===== src/hdl/bcf_pkg.sv =====
// Shared types, constants and microcode for the biquad cascade filter.
// No dependencies; every other file of the block imports this package.
package bcf_pkg;

   // Default datapath widths (top-level parameters take these)
   localparam int COEF_WIDTH_DEF  = 16;
   localparam int STATE_WIDTH_DEF = 32;

   // Fixed field and register widths
   localparam int SAMPLE_W   = 16;
   localparam int NUM_REG_W  = 48;
   localparam int DEN_REG_W  = 32;
   localparam int SHIFT_W    = 3;
   localparam int CSR_DATA_W = 48;
   localparam int CSR_IDX_W  = 3;
   localparam int UPC_W      = 4;

   // Register reset values
   localparam logic [NUM_REG_W-1:0] NUM1_RST   = 48'd70368744194048;
   localparam logic [DEN_REG_W-1:0] DEN1_RST   = 32'd268489407;
   localparam logic [NUM_REG_W-1:0] NUM2_RST   = 48'd1073758208;
   localparam logic [DEN_REG_W-1:0] DEN2_RST   = 32'd268447041;
   localparam logic                 STRUCT_RST = 1'b1;
   localparam logic [SHIFT_W-1:0]   SHIFT_RST  = 3'd3;

   // Register indexes
   localparam logic [CSR_IDX_W-1:0] CSR_NUM1   = 3'd0;
   localparam logic [CSR_IDX_W-1:0] CSR_DEN1   = 3'd1;
   localparam logic [CSR_IDX_W-1:0] CSR_NUM2   = 3'd2;
   localparam logic [CSR_IDX_W-1:0] CSR_DEN2   = 3'd3;
   localparam logic [CSR_IDX_W-1:0] CSR_STRUCT = 3'd4;
   localparam logic [CSR_IDX_W-1:0] CSR_SHIFT  = 3'd5;

   // Micro-op kinds
   localparam logic [1:0] UK_NOP  = 2'd0;
   localparam logic [1:0] UK_LOAD = 2'd1;  // acc <= operand
   localparam logic [1:0] UK_MAC  = 2'd2;  // multiply, accumulate in the next cycle
   localparam logic [1:0] UK_SAT  = 2'd3;  // saturate sum, write destination

   // Coefficient selects
   localparam logic [2:0] CS_B0 = 3'd0;
   localparam logic [2:0] CS_B1 = 3'd1;
   localparam logic [2:0] CS_B2 = 3'd2;
   localparam logic [2:0] CS_A1 = 3'd3;
   localparam logic [2:0] CS_A2 = 3'd4;

   // Operand selects
   localparam logic [1:0] OS_X  = 2'd0;
   localparam logic [1:0] OS_T  = 2'd1;
   localparam logic [1:0] OS_D0 = 2'd2;
   localparam logic [1:0] OS_D1 = 2'd3;

   // Saturated-result destinations
   localparam logic [1:0] DS_T      = 2'd0;  // temp word (v or y)
   localparam logic [1:0] DS_D0     = 2'd1;  // first delay word
   localparam logic [1:0] DS_XSHIFT = 2'd2;  // DF2 end: x <= y, shift delays in
   localparam logic [1:0] DS_D1X    = 2'd3;  // TDF2 end: d1 <= sum, x <= y

   typedef struct packed {
      logic [1:0] kind;
      logic [2:0] coef;
      logic [1:0] opnd;
      logic       neg;
      logic [1:0] dest;
      logic       init_d1;
      logic       last;
   } uop_type;

   typedef struct packed {
      logic    load;
      logic    run;
      logic    sec;
      logic    fin;
      uop_type uop;
   } ctl_type;

   typedef struct packed {
      logic [NUM_REG_W-1:0] num1;
      logic [DEN_REG_W-1:0] den1;
      logic [NUM_REG_W-1:0] num2;
      logic [DEN_REG_W-1:0] den2;
      logic                 tdf;
      logic [SHIFT_W-1:0]   shift;
   } cfg_type;

   function automatic uop_type bcf_mk(input logic [1:0] kind, input logic [2:0] coef,
                                      input logic [1:0] opnd, input logic neg,
                                      input logic [1:0] dest, input logic init_d1,
                                      input logic last);
      uop_type u;
      u.kind    = kind;
      u.coef    = coef;
      u.opnd    = opnd;
      u.neg     = neg;
      u.dest    = dest;
      u.init_d1 = init_d1;
      u.last    = last;
      return u;
   endfunction

   // Per-section program: DF2 takes 8 steps, TDF2 takes 9
   function automatic uop_type bcf_uop(input logic tdf, input logic [UPC_W-1:0] pc);
      uop_type u;
      u = bcf_mk(UK_NOP, CS_B0, OS_X, 1'b0, DS_T, 1'b0, 1'b0);
      unique case ({tdf, pc})
         // direct form II: v = x - a1 d0 - a2 d1 ; y = b0 v + b1 d0 + b2 d1
         {1'b0, 4'd0}: u = bcf_mk(UK_LOAD, CS_B0, OS_X,  1'b0, DS_T,      1'b0, 1'b0);
         {1'b0, 4'd1}: u = bcf_mk(UK_MAC,  CS_A1, OS_D0, 1'b1, DS_T,      1'b0, 1'b0);
         {1'b0, 4'd2}: u = bcf_mk(UK_MAC,  CS_A2, OS_D1, 1'b1, DS_T,      1'b0, 1'b0);
         {1'b0, 4'd3}: u = bcf_mk(UK_SAT,  CS_B0, OS_X,  1'b0, DS_T,      1'b0, 1'b0);
         {1'b0, 4'd4}: u = bcf_mk(UK_MAC,  CS_B0, OS_T,  1'b0, DS_T,      1'b0, 1'b0);
         {1'b0, 4'd5}: u = bcf_mk(UK_MAC,  CS_B1, OS_D0, 1'b0, DS_T,      1'b0, 1'b0);
         {1'b0, 4'd6}: u = bcf_mk(UK_MAC,  CS_B2, OS_D1, 1'b0, DS_T,      1'b0, 1'b0);
         {1'b0, 4'd7}: u = bcf_mk(UK_SAT,  CS_B0, OS_X,  1'b0, DS_XSHIFT, 1'b0, 1'b1);
         // transposed DF II: y = b0 x + d0 ; d0 = b1 x - a1 y + d1 ; d1 = b2 x - a2 y
         {1'b1, 4'd0}: u = bcf_mk(UK_LOAD, CS_B0, OS_D0, 1'b0, DS_T,      1'b0, 1'b0);
         {1'b1, 4'd1}: u = bcf_mk(UK_MAC,  CS_B0, OS_X,  1'b0, DS_T,      1'b0, 1'b0);
         {1'b1, 4'd2}: u = bcf_mk(UK_SAT,  CS_B0, OS_X,  1'b0, DS_T,      1'b1, 1'b0);
         {1'b1, 4'd3}: u = bcf_mk(UK_MAC,  CS_B1, OS_X,  1'b0, DS_T,      1'b0, 1'b0);
         {1'b1, 4'd4}: u = bcf_mk(UK_MAC,  CS_A1, OS_T,  1'b1, DS_T,      1'b0, 1'b0);
         {1'b1, 4'd5}: u = bcf_mk(UK_SAT,  CS_B0, OS_X,  1'b0, DS_D0,     1'b0, 1'b0);
         {1'b1, 4'd6}: u = bcf_mk(UK_MAC,  CS_B2, OS_X,  1'b0, DS_T,      1'b0, 1'b0);
         {1'b1, 4'd7}: u = bcf_mk(UK_MAC,  CS_A2, OS_T,  1'b1, DS_T,      1'b0, 1'b0);
         {1'b1, 4'd8}: u = bcf_mk(UK_SAT,  CS_B0, OS_X,  1'b0, DS_D1X,    1'b0, 1'b1);
         default:      u = bcf_mk(UK_NOP,  CS_B0, OS_X,  1'b0, DS_T,      1'b0, 1'b0);
      endcase
      return u;
   endfunction

endpackage


===== src/hdl/bcf_if.sv =====
// Handshake channels of the biquad cascade filter: sample in, result out, register writes.
// Depends on bcf_pkg for field widths.
interface bcf_req_if import bcf_pkg::*; ();
   logic                       valid;
   logic                       ready;
   logic signed [SAMPLE_W-1:0] sample_in;

   modport source (output valid, output sample_in, input ready);
   modport sink   (input valid, input sample_in, output ready);
endinterface

interface bcf_rsp_if import bcf_pkg::*; ();
   logic                       valid;
   logic                       ready;
   logic signed [SAMPLE_W-1:0] sample_out;
   logic                       clipped;

   modport source (output valid, output sample_out, output clipped, input ready);
   modport sink   (input valid, input sample_out, input clipped, output ready);
endinterface

interface bcf_csr_if import bcf_pkg::*; ();
   logic                  valid;
   logic                  ready;
   logic [CSR_IDX_W-1:0]  index;
   logic [CSR_DATA_W-1:0] data;

   modport source (output valid, output index, output data, input ready);
   modport sink   (input valid, input index, input data, output ready);
endinterface


===== src/hdl/bcf_csr_regs.sv =====
// Configuration registers of the biquad cascade filter.
// Depends on bcf_pkg and the bcf_csr_if channel.
module bcf_csr_regs import bcf_pkg::*; (
   input  logic      clock,
   input  logic      reset,
   bcf_csr_if.sink   csr_bus,
   output cfg_type   cfg
);

   cfg_type cfg_ff, cfg_in;

   assign csr_bus.ready = 1'b1;
   assign cfg           = cfg_ff;

   // Decode a write; unknown indexes are dropped
   always_comb begin
      cfg_in = cfg_ff;
      if (csr_bus.valid) begin
         unique case (csr_bus.index)
            CSR_NUM1:   cfg_in.num1  = csr_bus.data[NUM_REG_W-1:0];
            CSR_DEN1:   cfg_in.den1  = csr_bus.data[DEN_REG_W-1:0];
            CSR_NUM2:   cfg_in.num2  = csr_bus.data[NUM_REG_W-1:0];
            CSR_DEN2:   cfg_in.den2  = csr_bus.data[DEN_REG_W-1:0];
            CSR_STRUCT: cfg_in.tdf   = csr_bus.data[0];
            CSR_SHIFT:  cfg_in.shift = csr_bus.data[SHIFT_W-1:0];
            default:    cfg_in       = cfg_ff;
         endcase
      end
   end

   always_ff @(posedge clock) begin
      if (reset) begin
         cfg_ff.num1  <= NUM1_RST;
         cfg_ff.den1  <= DEN1_RST;
         cfg_ff.num2  <= NUM2_RST;
         cfg_ff.den2  <= DEN2_RST;
         cfg_ff.tdf   <= STRUCT_RST;
         cfg_ff.shift <= SHIFT_RST;
      end else begin
         cfg_ff <= cfg_in;
      end
   end

endmodule


===== src/hdl/bcf_mac_unit.sv =====
// Shared multiply-accumulate unit: one registered multiplier, rounding,
// accumulator and saturation to the state width. Depends on bcf_pkg.
module bcf_mac_unit import bcf_pkg::*; #(
   parameter int COEF_WIDTH  = COEF_WIDTH_DEF,
   parameter int STATE_WIDTH = STATE_WIDTH_DEF
) (
   input  logic                          clock,
   input  logic                          reset,
   input  logic                          run,
   input  uop_type                       uop,
   input  logic signed [COEF_WIDTH-1:0]  coef,
   input  logic signed [STATE_WIDTH-1:0] opnd,
   input  logic signed [STATE_WIDTH-1:0] init_val,
   output logic signed [STATE_WIDTH-1:0] sat_val,
   output logic                          sat_clip
);

   localparam int PW = COEF_WIDTH + STATE_WIDTH;   // exact product
   localparam int RW = STATE_WIDTH + 2;            // rounded product
   localparam int AW = STATE_WIDTH + 4;            // accumulator
   localparam int HW = AW - STATE_WIDTH + 1;       // bits checked for overflow
   localparam logic signed [PW-1:0] RND_HALF = PW'(1) << (COEF_WIDTH - 3);

   logic signed [PW-1:0] prod_ff, prod_in;
   logic                 pend_ff, pend_in;
   logic                 neg_ff, neg_in;
   logic signed [AW-1:0] acc_ff, acc_in;
   logic signed [PW-1:0] rnd_full;
   logic signed [RW-1:0] rnd;
   logic signed [AW-1:0] contrib;
   logic signed [AW-1:0] sum;
   logic [HW-1:0]        sum_hi;

   // Round the product held from last cycle and fold it into the sum
   always_comb begin
      rnd_full = prod_ff + RND_HALF;
      rnd      = rnd_full[PW-1:COEF_WIDTH-2];
      contrib  = '0;
      if (pend_ff) begin
         contrib = neg_ff ? -AW'(rnd) : AW'(rnd);
      end
      sum    = acc_ff + contrib;
      sum_hi = sum[AW-1:STATE_WIDTH-1];
   end

   // Saturate to the state range
   always_comb begin
      if ((&sum_hi) || !(|sum_hi)) begin
         sat_val  = sum[STATE_WIDTH-1:0];
         sat_clip = 1'b0;
      end else begin
         sat_val  = {sum[AW-1], {(STATE_WIDTH-1){~sum[AW-1]}}};
         sat_clip = 1'b1;
      end
   end

   // Step the unit by the current micro-op
   always_comb begin
      prod_in = prod_ff;
      pend_in = pend_ff;
      neg_in  = neg_ff;
      acc_in  = acc_ff;
      if (run) begin
         unique case (uop.kind)
            UK_LOAD: begin
               acc_in  = AW'(opnd);
               pend_in = 1'b0;
            end
            UK_MAC: begin
               prod_in = coef * opnd;
               pend_in = 1'b1;
               neg_in  = uop.neg;
               acc_in  = sum;
            end
            UK_SAT: begin
               acc_in  = AW'(init_val);
               pend_in = 1'b0;
            end
            default: begin
               pend_in = pend_ff;
            end
         endcase
      end
   end

   always_ff @(posedge clock) begin
      if (reset) begin
         pend_ff <= 1'b0;
      end else begin
         pend_ff <= pend_in;
      end
      prod_ff <= prod_in;
      neg_ff  <= neg_in;
      acc_ff  <= acc_in;
   end

endmodule


===== src/hdl/bcf_sequencer.sv =====
// Sequencer of the biquad cascade filter: accepts an item, steps the
// section microcode twice, then finishes the result. Depends on bcf_pkg.
module bcf_sequencer import bcf_pkg::*; (
   input  logic    clock,
   input  logic    reset,
   input  logic    req_valid,
   input  logic    out_free,
   input  logic    tdf,
   output logic    ready,
   output ctl_type ctl
);

   localparam logic [1:0] ST_IDLE  = 2'd0;
   localparam logic [1:0] ST_RUN   = 2'd1;
   localparam logic [1:0] ST_FINAL = 2'd2;

   logic [1:0]       state_ff, state_in;
   logic [UPC_W-1:0] pc_ff, pc_in;
   logic             sec_ff, sec_in;
   uop_type          uop;

   assign uop   = bcf_uop(tdf, pc_ff);
   assign ready = (state_ff == ST_IDLE);

   always_comb begin
      ctl.load = (state_ff == ST_IDLE) && req_valid;
      ctl.run  = (state_ff == ST_RUN);
      ctl.sec  = sec_ff;
      ctl.fin  = (state_ff == ST_FINAL) && out_free;
      ctl.uop  = uop;
   end

   // Advance through both sections, hold at the end until the output slot frees
   always_comb begin
      state_in = state_ff;
      pc_in    = pc_ff;
      sec_in   = sec_ff;
      unique case (state_ff)
         ST_IDLE: begin
            if (req_valid) begin
               state_in = ST_RUN;
               pc_in    = '0;
               sec_in   = 1'b0;
            end
         end
         ST_RUN: begin
            if (uop.last) begin
               pc_in = '0;
               if (sec_ff) begin
                  state_in = ST_FINAL;
               end else begin
                  sec_in = 1'b1;
               end
            end else begin
               pc_in = pc_ff + UPC_W'(1);
            end
         end
         ST_FINAL: begin
            if (out_free) begin
               state_in = ST_IDLE;
            end
         end
         default: state_in = ST_IDLE;
      endcase
   end

   always_ff @(posedge clock) begin
      if (reset) begin
         state_ff <= ST_IDLE;
         pc_ff    <= '0;
         sec_ff   <= 1'b0;
      end else begin
         state_ff <= state_in;
         pc_ff    <= pc_in;
         sec_ff   <= sec_in;
      end
   end

endmodule


===== src/hdl/biquad_cascade_filter.sv =====
// Two-section biquad IIR cascade (DF II or transposed DF II) on one shared MAC.
// Depends on bcf_pkg, bcf_if, bcf_csr_regs, bcf_mac_unit and bcf_sequencer.
//
// Usage:
//   req_bus carries one signed Q1.15 sample per item; rsp_bus returns one
//   filtered, shifted and saturated sample per item with a clip flag that is
//   set when any delay word, section output or the final output saturated.
//   csr_bus writes the six registers (index 0..5); it is always ready. The user
//   must write it only while the block is idle; the block does not enforce this.
// Operation:
//   The block takes one item at a time. Both sections run on one shared
//   16x32 multiplier under a microcode sequencer: 8 steps per section in
//   direct form II, 9 in transposed form, plus one finishing step that
//   registers the result; the next item is accepted only once the
//   sequencer is back in idle after that step.
// Stalls and reset:
//   The result sits in an output register; a new item is accepted while it
//   waits, and the finishing step holds until that register is taken.
//   Reset restores the register defaults and clears all four delay words.
module biquad_cascade_filter import bcf_pkg::*; #(
   parameter int COEF_WIDTH  = COEF_WIDTH_DEF,
   parameter int STATE_WIDTH = STATE_WIDTH_DEF
) (
   input  logic       clock,
   input  logic       reset,
   bcf_req_if.sink    req_bus,
   bcf_rsp_if.source  rsp_bus,
   bcf_csr_if.sink    csr_bus
);

   localparam int NUM_EXT_W = (3 * COEF_WIDTH > NUM_REG_W) ? 3 * COEF_WIDTH : NUM_REG_W;
   localparam int DEN_EXT_W = (2 * COEF_WIDTH > DEN_REG_W) ? 2 * COEF_WIDTH : DEN_REG_W;
   localparam int OHW       = STATE_WIDTH - SAMPLE_W + 1;

   cfg_type cfg;
   ctl_type ctl;
   logic    seq_ready;
   logic    out_free;

   logic signed [STATE_WIDTH-1:0] x_ff, x_in;
   logic signed [STATE_WIDTH-1:0] t_ff, t_in;
   logic signed [STATE_WIDTH-1:0] cur0_ff, cur0_in, cur1_ff, cur1_in;
   logic signed [STATE_WIDTH-1:0] oth0_ff, oth0_in, oth1_ff, oth1_in;
   logic                          clip_ff, clip_in;
   logic signed [SAMPLE_W-1:0]    out_ff, out_in;
   logic                          outclip_ff, outclip_in;
   logic                          rsp_valid_ff, rsp_valid_in;

   logic [NUM_EXT_W-1:0]          num_ext;
   logic [DEN_EXT_W-1:0]          den_ext;
   logic signed [COEF_WIDTH-1:0]  coef;
   logic signed [STATE_WIDTH-1:0] opnd;
   logic signed [STATE_WIDTH-1:0] init_val;
   logic signed [STATE_WIDTH-1:0] sat_val;
   logic                          sat_clip;
   logic signed [STATE_WIDTH-1:0] shifted;
   logic [OHW-1:0]                shifted_hi;
   logic signed [SAMPLE_W-1:0]    final_val;
   logic                          final_clip;
   logic                          do_sat;

   bcf_csr_regs u_csr (
      .clock   (clock),
      .reset   (reset),
      .csr_bus (csr_bus),
      .cfg     (cfg)
   );

   bcf_sequencer u_seq (
      .clock     (clock),
      .reset     (reset),
      .req_valid (req_bus.valid),
      .out_free  (out_free),
      .tdf       (cfg.tdf),
      .ready     (seq_ready),
      .ctl       (ctl)
   );

   bcf_mac_unit #(
      .COEF_WIDTH  (COEF_WIDTH),
      .STATE_WIDTH (STATE_WIDTH)
   ) u_mac (
      .clock    (clock),
      .reset    (reset),
      .run      (ctl.run),
      .uop      (ctl.uop),
      .coef     (coef),
      .opnd     (opnd),
      .init_val (init_val),
      .sat_val  (sat_val),
      .sat_clip (sat_clip)
   );

   assign req_bus.ready      = seq_ready;
   assign rsp_bus.valid      = rsp_valid_ff;
   assign rsp_bus.sample_out = out_ff;
   assign rsp_bus.clipped    = outclip_ff;
   assign out_free           = !rsp_valid_ff || rsp_bus.ready;
   assign do_sat             = ctl.run && (ctl.uop.kind == UK_SAT);

   // Pick the running section's coefficient; fields past the register read as zero
   always_comb begin
      num_ext = ctl.sec ? NUM_EXT_W'(cfg.num2) : NUM_EXT_W'(cfg.num1);
      den_ext = ctl.sec ? DEN_EXT_W'(cfg.den2) : DEN_EXT_W'(cfg.den1);
      case (ctl.uop.coef)
         CS_B0:   coef = num_ext[0 +: COEF_WIDTH];
         CS_B1:   coef = num_ext[COEF_WIDTH +: COEF_WIDTH];
         CS_B2:   coef = num_ext[2*COEF_WIDTH +: COEF_WIDTH];
         CS_A1:   coef = den_ext[0 +: COEF_WIDTH];
         CS_A2:   coef = den_ext[COEF_WIDTH +: COEF_WIDTH];
         default: coef = '0;
      endcase
   end

   // Operand and reload value; the running section's delays sit in cur0/cur1
   always_comb begin
      case (ctl.uop.opnd)
         OS_X:    opnd = x_ff;
         OS_T:    opnd = t_ff;
         OS_D0:   opnd = cur0_ff;
         OS_D1:   opnd = cur1_ff;
         default: opnd = x_ff;
      endcase
      init_val = ctl.uop.init_d1 ? cur1_ff : '0;
   end

   // Final scaling: floor shift, then saturate to the sample range
   always_comb begin
      shifted    = x_ff >>> cfg.shift;
      shifted_hi = shifted[STATE_WIDTH-1:SAMPLE_W-1];
      if ((&shifted_hi) || !(|shifted_hi)) begin
         final_val  = shifted[SAMPLE_W-1:0];
         final_clip = 1'b0;
      end else begin
         final_val  = {shifted[STATE_WIDTH-1], {(SAMPLE_W-1){~shifted[STATE_WIDTH-1]}}};
         final_clip = 1'b1;
      end
   end

   // Load x, write back saturated sums, rotate delay pairs at each section end
   always_comb begin
      x_in    = x_ff;
      t_in    = t_ff;
      cur0_in = cur0_ff;
      cur1_in = cur1_ff;
      oth0_in = oth0_ff;
      oth1_in = oth1_ff;
      clip_in = clip_ff;
      if (ctl.load) begin
         x_in    = STATE_WIDTH'(req_bus.sample_in);
         clip_in = 1'b0;
      end
      if (do_sat) begin
         clip_in = clip_ff | sat_clip;
         case (ctl.uop.dest)
            DS_T:  t_in    = sat_val;
            DS_D0: cur0_in = sat_val;
            DS_XSHIFT: begin
               x_in    = sat_val;
               cur0_in = oth0_ff;
               cur1_in = oth1_ff;
               oth0_in = t_ff;
               oth1_in = cur0_ff;
            end
            DS_D1X: begin
               x_in    = t_ff;
               cur0_in = oth0_ff;
               cur1_in = oth1_ff;
               oth0_in = cur0_ff;
               oth1_in = sat_val;
            end
            default: t_in = t_ff;
         endcase
      end
   end

   // Output register: load on finish, drop once taken
   always_comb begin
      out_in       = out_ff;
      outclip_in   = outclip_ff;
      rsp_valid_in = rsp_valid_ff && !rsp_bus.ready;
      if (ctl.fin) begin
         out_in       = final_val;
         outclip_in   = clip_ff | final_clip;
         rsp_valid_in = 1'b1;
      end
   end

   always_ff @(posedge clock) begin
      if (reset) begin
         cur0_ff      <= '0;
         cur1_ff      <= '0;
         oth0_ff      <= '0;
         oth1_ff      <= '0;
         clip_ff      <= 1'b0;
         rsp_valid_ff <= 1'b0;
      end else begin
         cur0_ff      <= cur0_in;
         cur1_ff      <= cur1_in;
         oth0_ff      <= oth0_in;
         oth1_ff      <= oth1_in;
         clip_ff      <= clip_in;
         rsp_valid_ff <= rsp_valid_in;
      end
      x_ff       <= x_in;
      t_ff       <= t_in;
      out_ff     <= out_in;
      outclip_ff <= outclip_in;
   end

`ifndef SYNTHESIS
   a_busy_after_accept: assert property (@(posedge clock) disable iff (reset)
      req_bus.valid && req_bus.ready |=> !req_bus.ready)
      else $error("input accepted while an item is still in work");

   a_rsp_from_finish: assert property (@(posedge clock) disable iff (reset)
      $rose(rsp_bus.valid) |-> $past(ctl.fin))
      else $error("result raised without a finishing step");

   a_no_accept_in_run: assert property (@(posedge clock) disable iff (reset)
      ctl.run |-> !req_bus.ready && !ctl.fin)
      else $error("sequencer running while ready or finishing");
`endif

endmodule


===== src/flat_wrapper.sv =====
// flat-port wrapper written by rule: the top's interface ports become plain ports
module biquad_cascade_filter_flat import bcf_pkg::*;
#(
   parameter int COEF_WIDTH  = COEF_WIDTH_DEF,
   parameter int STATE_WIDTH = STATE_WIDTH_DEF
)
  (clock, reset, req_bus_valid, req_bus_sample_in, req_bus_ready, rsp_bus_valid, rsp_bus_sample_out, rsp_bus_clipped, rsp_bus_ready, csr_bus_valid, csr_bus_index, csr_bus_data, csr_bus_ready);
  bcf_req_if req_bus_i ();
  bcf_rsp_if rsp_bus_i ();
  bcf_csr_if csr_bus_i ();
  input  logic clock;
  input  logic reset;
  input wire logic [$bits(req_bus_i.valid)-1:0] req_bus_valid;
  input wire logic [$bits(req_bus_i.sample_in)-1:0] req_bus_sample_in;
  output wire logic [$bits(req_bus_i.ready)-1:0] req_bus_ready;
  output wire logic [$bits(rsp_bus_i.valid)-1:0] rsp_bus_valid;
  output wire logic [$bits(rsp_bus_i.sample_out)-1:0] rsp_bus_sample_out;
  output wire logic [$bits(rsp_bus_i.clipped)-1:0] rsp_bus_clipped;
  input wire logic [$bits(rsp_bus_i.ready)-1:0] rsp_bus_ready;
  input wire logic [$bits(csr_bus_i.valid)-1:0] csr_bus_valid;
  input wire logic [$bits(csr_bus_i.index)-1:0] csr_bus_index;
  input wire logic [$bits(csr_bus_i.data)-1:0] csr_bus_data;
  output wire logic [$bits(csr_bus_i.ready)-1:0] csr_bus_ready;
  assign req_bus_i.valid = req_bus_valid;
  assign req_bus_i.sample_in = req_bus_sample_in;
  assign req_bus_ready = req_bus_i.ready;
  assign rsp_bus_valid = rsp_bus_i.valid;
  assign rsp_bus_sample_out = rsp_bus_i.sample_out;
  assign rsp_bus_clipped = rsp_bus_i.clipped;
  assign rsp_bus_i.ready = rsp_bus_ready;
  assign csr_bus_i.valid = csr_bus_valid;
  assign csr_bus_i.index = csr_bus_index;
  assign csr_bus_i.data = csr_bus_data;
  assign csr_bus_ready = csr_bus_i.ready;
  biquad_cascade_filter #(.COEF_WIDTH(COEF_WIDTH), .STATE_WIDTH(STATE_WIDTH)) u_core (.clock(clock), .reset(reset), .req_bus(req_bus_i), .rsp_bus(rsp_bus_i), .csr_bus(csr_bus_i));
endmodule

===== config.mk =====
export PLATFORM = sky130hd
export DESIGN_NAME = biquad_cascade_filter_flat
export DESIGN_NICKNAME = d
export VERILOG_FILES = /design/src/hdl/bcf_pkg.sv /design/src/hdl/bcf_if.sv /design/src/hdl/bcf_csr_regs.sv /design/src/hdl/bcf_mac_unit.sv /design/src/hdl/bcf_sequencer.sv /design/src/hdl/biquad_cascade_filter.sv /design/src/flat_wrapper.sv
export SDC_FILE = /design/constraint.sdc
export NUM_CORES = 2
export LEC_CHECK = 0
export ABC_AREA = 1
export BUFFER_PORTS_ARGS = -buffer_cell sky130_fd_sc_hd__buf_2
export CAP_MARGIN = 0
export CORE_UTILIZATION = 60
export CTS_BUF_LIST = sky130_fd_sc_hd__clkbuf_8
export DETAILED_ROUTE_END_ITERATION = 7
export PLACE_DENSITY_LB_ADDON = 0.3
export SLEW_MARGIN = 20
export SYNTH_ARGS = -nofsm -noshare
export SYNTH_HDL_FRONTEND = slang
export SYNTH_SLANG_ARGS = --single-unit
export TNS_END_PERCENT = 10

===== constraint.sdc =====
create_clock -name clock -period 8.5 [get_ports clock]
set_input_delay 2.55 -clock clock [delete_from_list [all_inputs] [get_ports clock]]
set_output_delay 2.55 -clock clock [all_outputs]
set_load 0.01 [all_outputs]

==> results.toml <==
[global_route]
antenna_found_initial = 6
grtUsageTotal_pct = 38.50
grt_max_degree = 137
grt_pass1_wl_mm = 219.4
grt-ovfl-total = 0
grt_pass1_vias = 40090

[timing]
finalHoldViolCount = 0
slew_violations = 0
fin_crit_sh_pct = 96.63
clock_skew_ps = 80.83
setup_violations = 0
layout_setup_ws_ps = 286.8
rsz0062_at_grt = "yes"
finalSetupTns_ps = 0
slew_headroom_pct = 28.83
worstMarginPinSlew_ps = 1064
fmax_ghz = 0.1218
layout_min_cycle_time_ps = 8213

[clock_tree]
clock-sinks = 455
clock_path_buffers = 3
clk_pin_slew_worst_paths_ps = 60
cts_made_buffers = 79
clock-root-buffer = "clkbuf_8"
insertion_delay_ps = 740
cts_tree = "done"
h-tree-depth = 3
hold_buffers = 0

[logic_synthesis]
ys_top_cells_by_area = "fa_1 (23%), dfxtp_1 (15%), nand2_1 (12%)"
synth_edf_count = 121
syn_nets = 6657
yosysTopAreaCell = "fa_1"
ys_top_cells_by_count = "nand2_1 (1414), inv_1 (945), nor2_1 (769), fa_1 (486), o21ai_0 (440)"
synth.yosys.seq_area_share_pct = 23.90
synth_seq_cells = 455
async_flop_share_pct = 0
ys_warn_count = 0
netlist_instances = 5946
synth_ff_type = "dfxtp_1"
yosysMostFrequentCell = "nand2_1"
syn_area_sq_um = 43190
syn_area_per_cell_sq_um = 7.263
yosys.area.top_type_share_pct = 22.53
ys_types = 58

[outcome]
status = "finished clean"

[drt]
drcViolationCount = 0
wl_mm = 139.8
drt_iter0_drc = 4503
vias = 40640
viasPerCell = 5.816
first_pass_iters = 6
drtAntennaViolNets = 0
routedWlPerCell_um = 20.01

[floorplanning]
core-area_sq_um = 71360
rows = 98
io_pins = 92
die-height_um = 270.3
die_w_um = 270.3
initial_core_util_pct = 60.51
die-area_sq_um = 73050

[power]
power_density_nw_per_um2 = 180.0
switching_power_uw = 3660
irDropWorstVdd_mv = 0.1394
p_clk_share_pct = 24.7
p_comb_share_pct = 45.3
p_int_uw = 4761
p_seq_share_pct = 30.0
leakagePower_uw = 0.02203
switching_share_pct = 43.46

[layout]
design_area_sq_um = 46790
area_growth_pct = 8.347
drive_gt1_share_pct = 7.969
fin_nets = 6690

[worst_hold_path]
min_path_type = "flip-flop to flip-flop"
holdCritStartpoint = "u_core.u_csr.cfg[6]"

[place]
place.port_buffers = 90
dp_hpwl_mm = 105.2
place_congestion = 0.9926
placed_cell_area_sq_um = 45000
dpl_worst_slack_ps = 287.4

[setup_path]
crit_slowest_cell = "fa_1"
slowest_delay_ps = 530
crit_path_start = "u_core.u_seq.pc_ff[0]"
critPathArrivalTime_ps = 8680
critPathLaunchType = "flip-flop"
r2r-start = "u_core.u_seq.pc_ff[0]"
crit_fanout = 25
cp_common_cell = "inv_1"
critPathKind = "flip-flop to flip-flop"
required_ps = 8970
cp-end-kind = "flip-flop"

[job]
maxCapViolations = 0
-- cells by family after synthesis --
family	share of synthesized area (%)
simple gates	22.94
fa+ha+maj	26.96
other cells	0.008684
xor+xnor	1.602
compound gates	13.18
mux	0.4172
buf+inv	10.99
flops	23.90
-- final timing paths --
kind	to	cells after the start	slack, ps
worst min-delay path	u_core.u_csr.cfg[6]	2	450
worst max register to register	u_core.u_mac.prod_ff[36]	36	290
worst max-delay path	u_core.u_mac.prod_ff[36]	36	290
worst min register to register	u_core.u_csr.cfg[6]	2	450
-- through the flow --
step | utilization, % | std cells | hold WS [ps] | total power [uW]
floorplan | - | 5946 | 424.4 | 4871
global placement | 63.06 | 6845 | 433.4 | 6166
detailed placement | 63.06 | 6845 | 441.1 | 6233
CTS | 65.31 | 6983 | 450.7 | 8304
global route | 65.57 | 6988 | 466.9 | 8876
finish | 65.57 | 6988 | 450.7 | 8421
-- power groups by stage --
stage	Combinational (uW)	Clock, uW	Sequential [uW]
floorplan	2350	0	2520
global placement	3600	0	2560
detailed placement	3670	0	2570
CTS	3690	2100	2520
global route	4150	2190	2530
finish	3820	2080	2530
-- registers in the layout, summed over array words and instances, names as in the netlist --
signal                     count
u_core.u_csr.cfg             164
u_core.t_ff                   32
u_core.u_seq.pc_ff             4
u_core.cur0_ff                32
u_core.u_mac.neg_ff            1
u_core.u_seq.sec_ff            1
u_core.clip_ff                 1
u_core.rsp_bus.valid           1
u_core.u_mac.pend_ff           1
u_core.rsp_bus.clipped         1
u_core.oth0_ff                32
u_core.rsp_bus.sample_out     16
u_core.oth1_ff                32
u_core.u_mac.prod_ff          35
u_core.u_mac.acc_ff           36
u_core.x_ff                   32
u_core.u_seq.state_ff          2
u_core.cur1_ff                32
-- layout by cell type (no fill, tap or decap), drive strengths merged, types with 20 or more instances in the layout --
| cell | n |
|---|---|
| o221ai | 60 |
| nor2 | 790 |
| nor3 | 43 |
| dfxtp | 334 |
| nand4 | 20 |
| o21ai | 450 |
| fa | 486 |
| nand3 | 153 |
| xor2 | 48 |
| xnor2 | 31 |
| a31oi | 61 |
| nand2 | 1458 |
| buf | 233 |
| edfxtp | 121 |
| clkbuf | 91 |
| a21oi | 373 |
| inv | 987 |
| ha | 153 |
-- cell type report --
cell class                      instances  area, sq um
Sequential cell                       455        10320
Timing Repair Buffer                  233         1723
Fill cell                            6405        24570
Clock inverter                         47        352.8
Tap cell                              950         1189
Multi-Input combinational cell       4243        28280
Inverter                              967         3665
Clock buffer                           91         1252
Antenna cell                            2        5.005
-- metal layers --
metal  track usage [%]  up-vias  share of wire, %
met2             62.74     2071                46
met3             7.495      517               9.4
met1             48.06    19390                38
met5                 0        -             0.040
met4             21.44        8               6.2
li1                  -    18650                 -
-- what timing repair did --
action / 4_1_cts / 5_1_grt
gates resized for setup: 0 / 44
endpoints found under the setup margin: 0 / 24
setup buffers: 0 / 3
-- critical path, delay by kind of cell (launching register included) --
| family | cells | cell delay, ps |
|---|---|---|
| adders and majority gates | 8 | 3770 |
| and+or+nand+nor | 12 | 1480 |
| buffers and inverters | 11 | 1390 |
| AOI/OAI and AO/OA | 4 | 660 |
| DFF | 1 | 400 |
| xor gates and xnor gates | 1 | 240 |
Power figures use the tool's default switching activity.
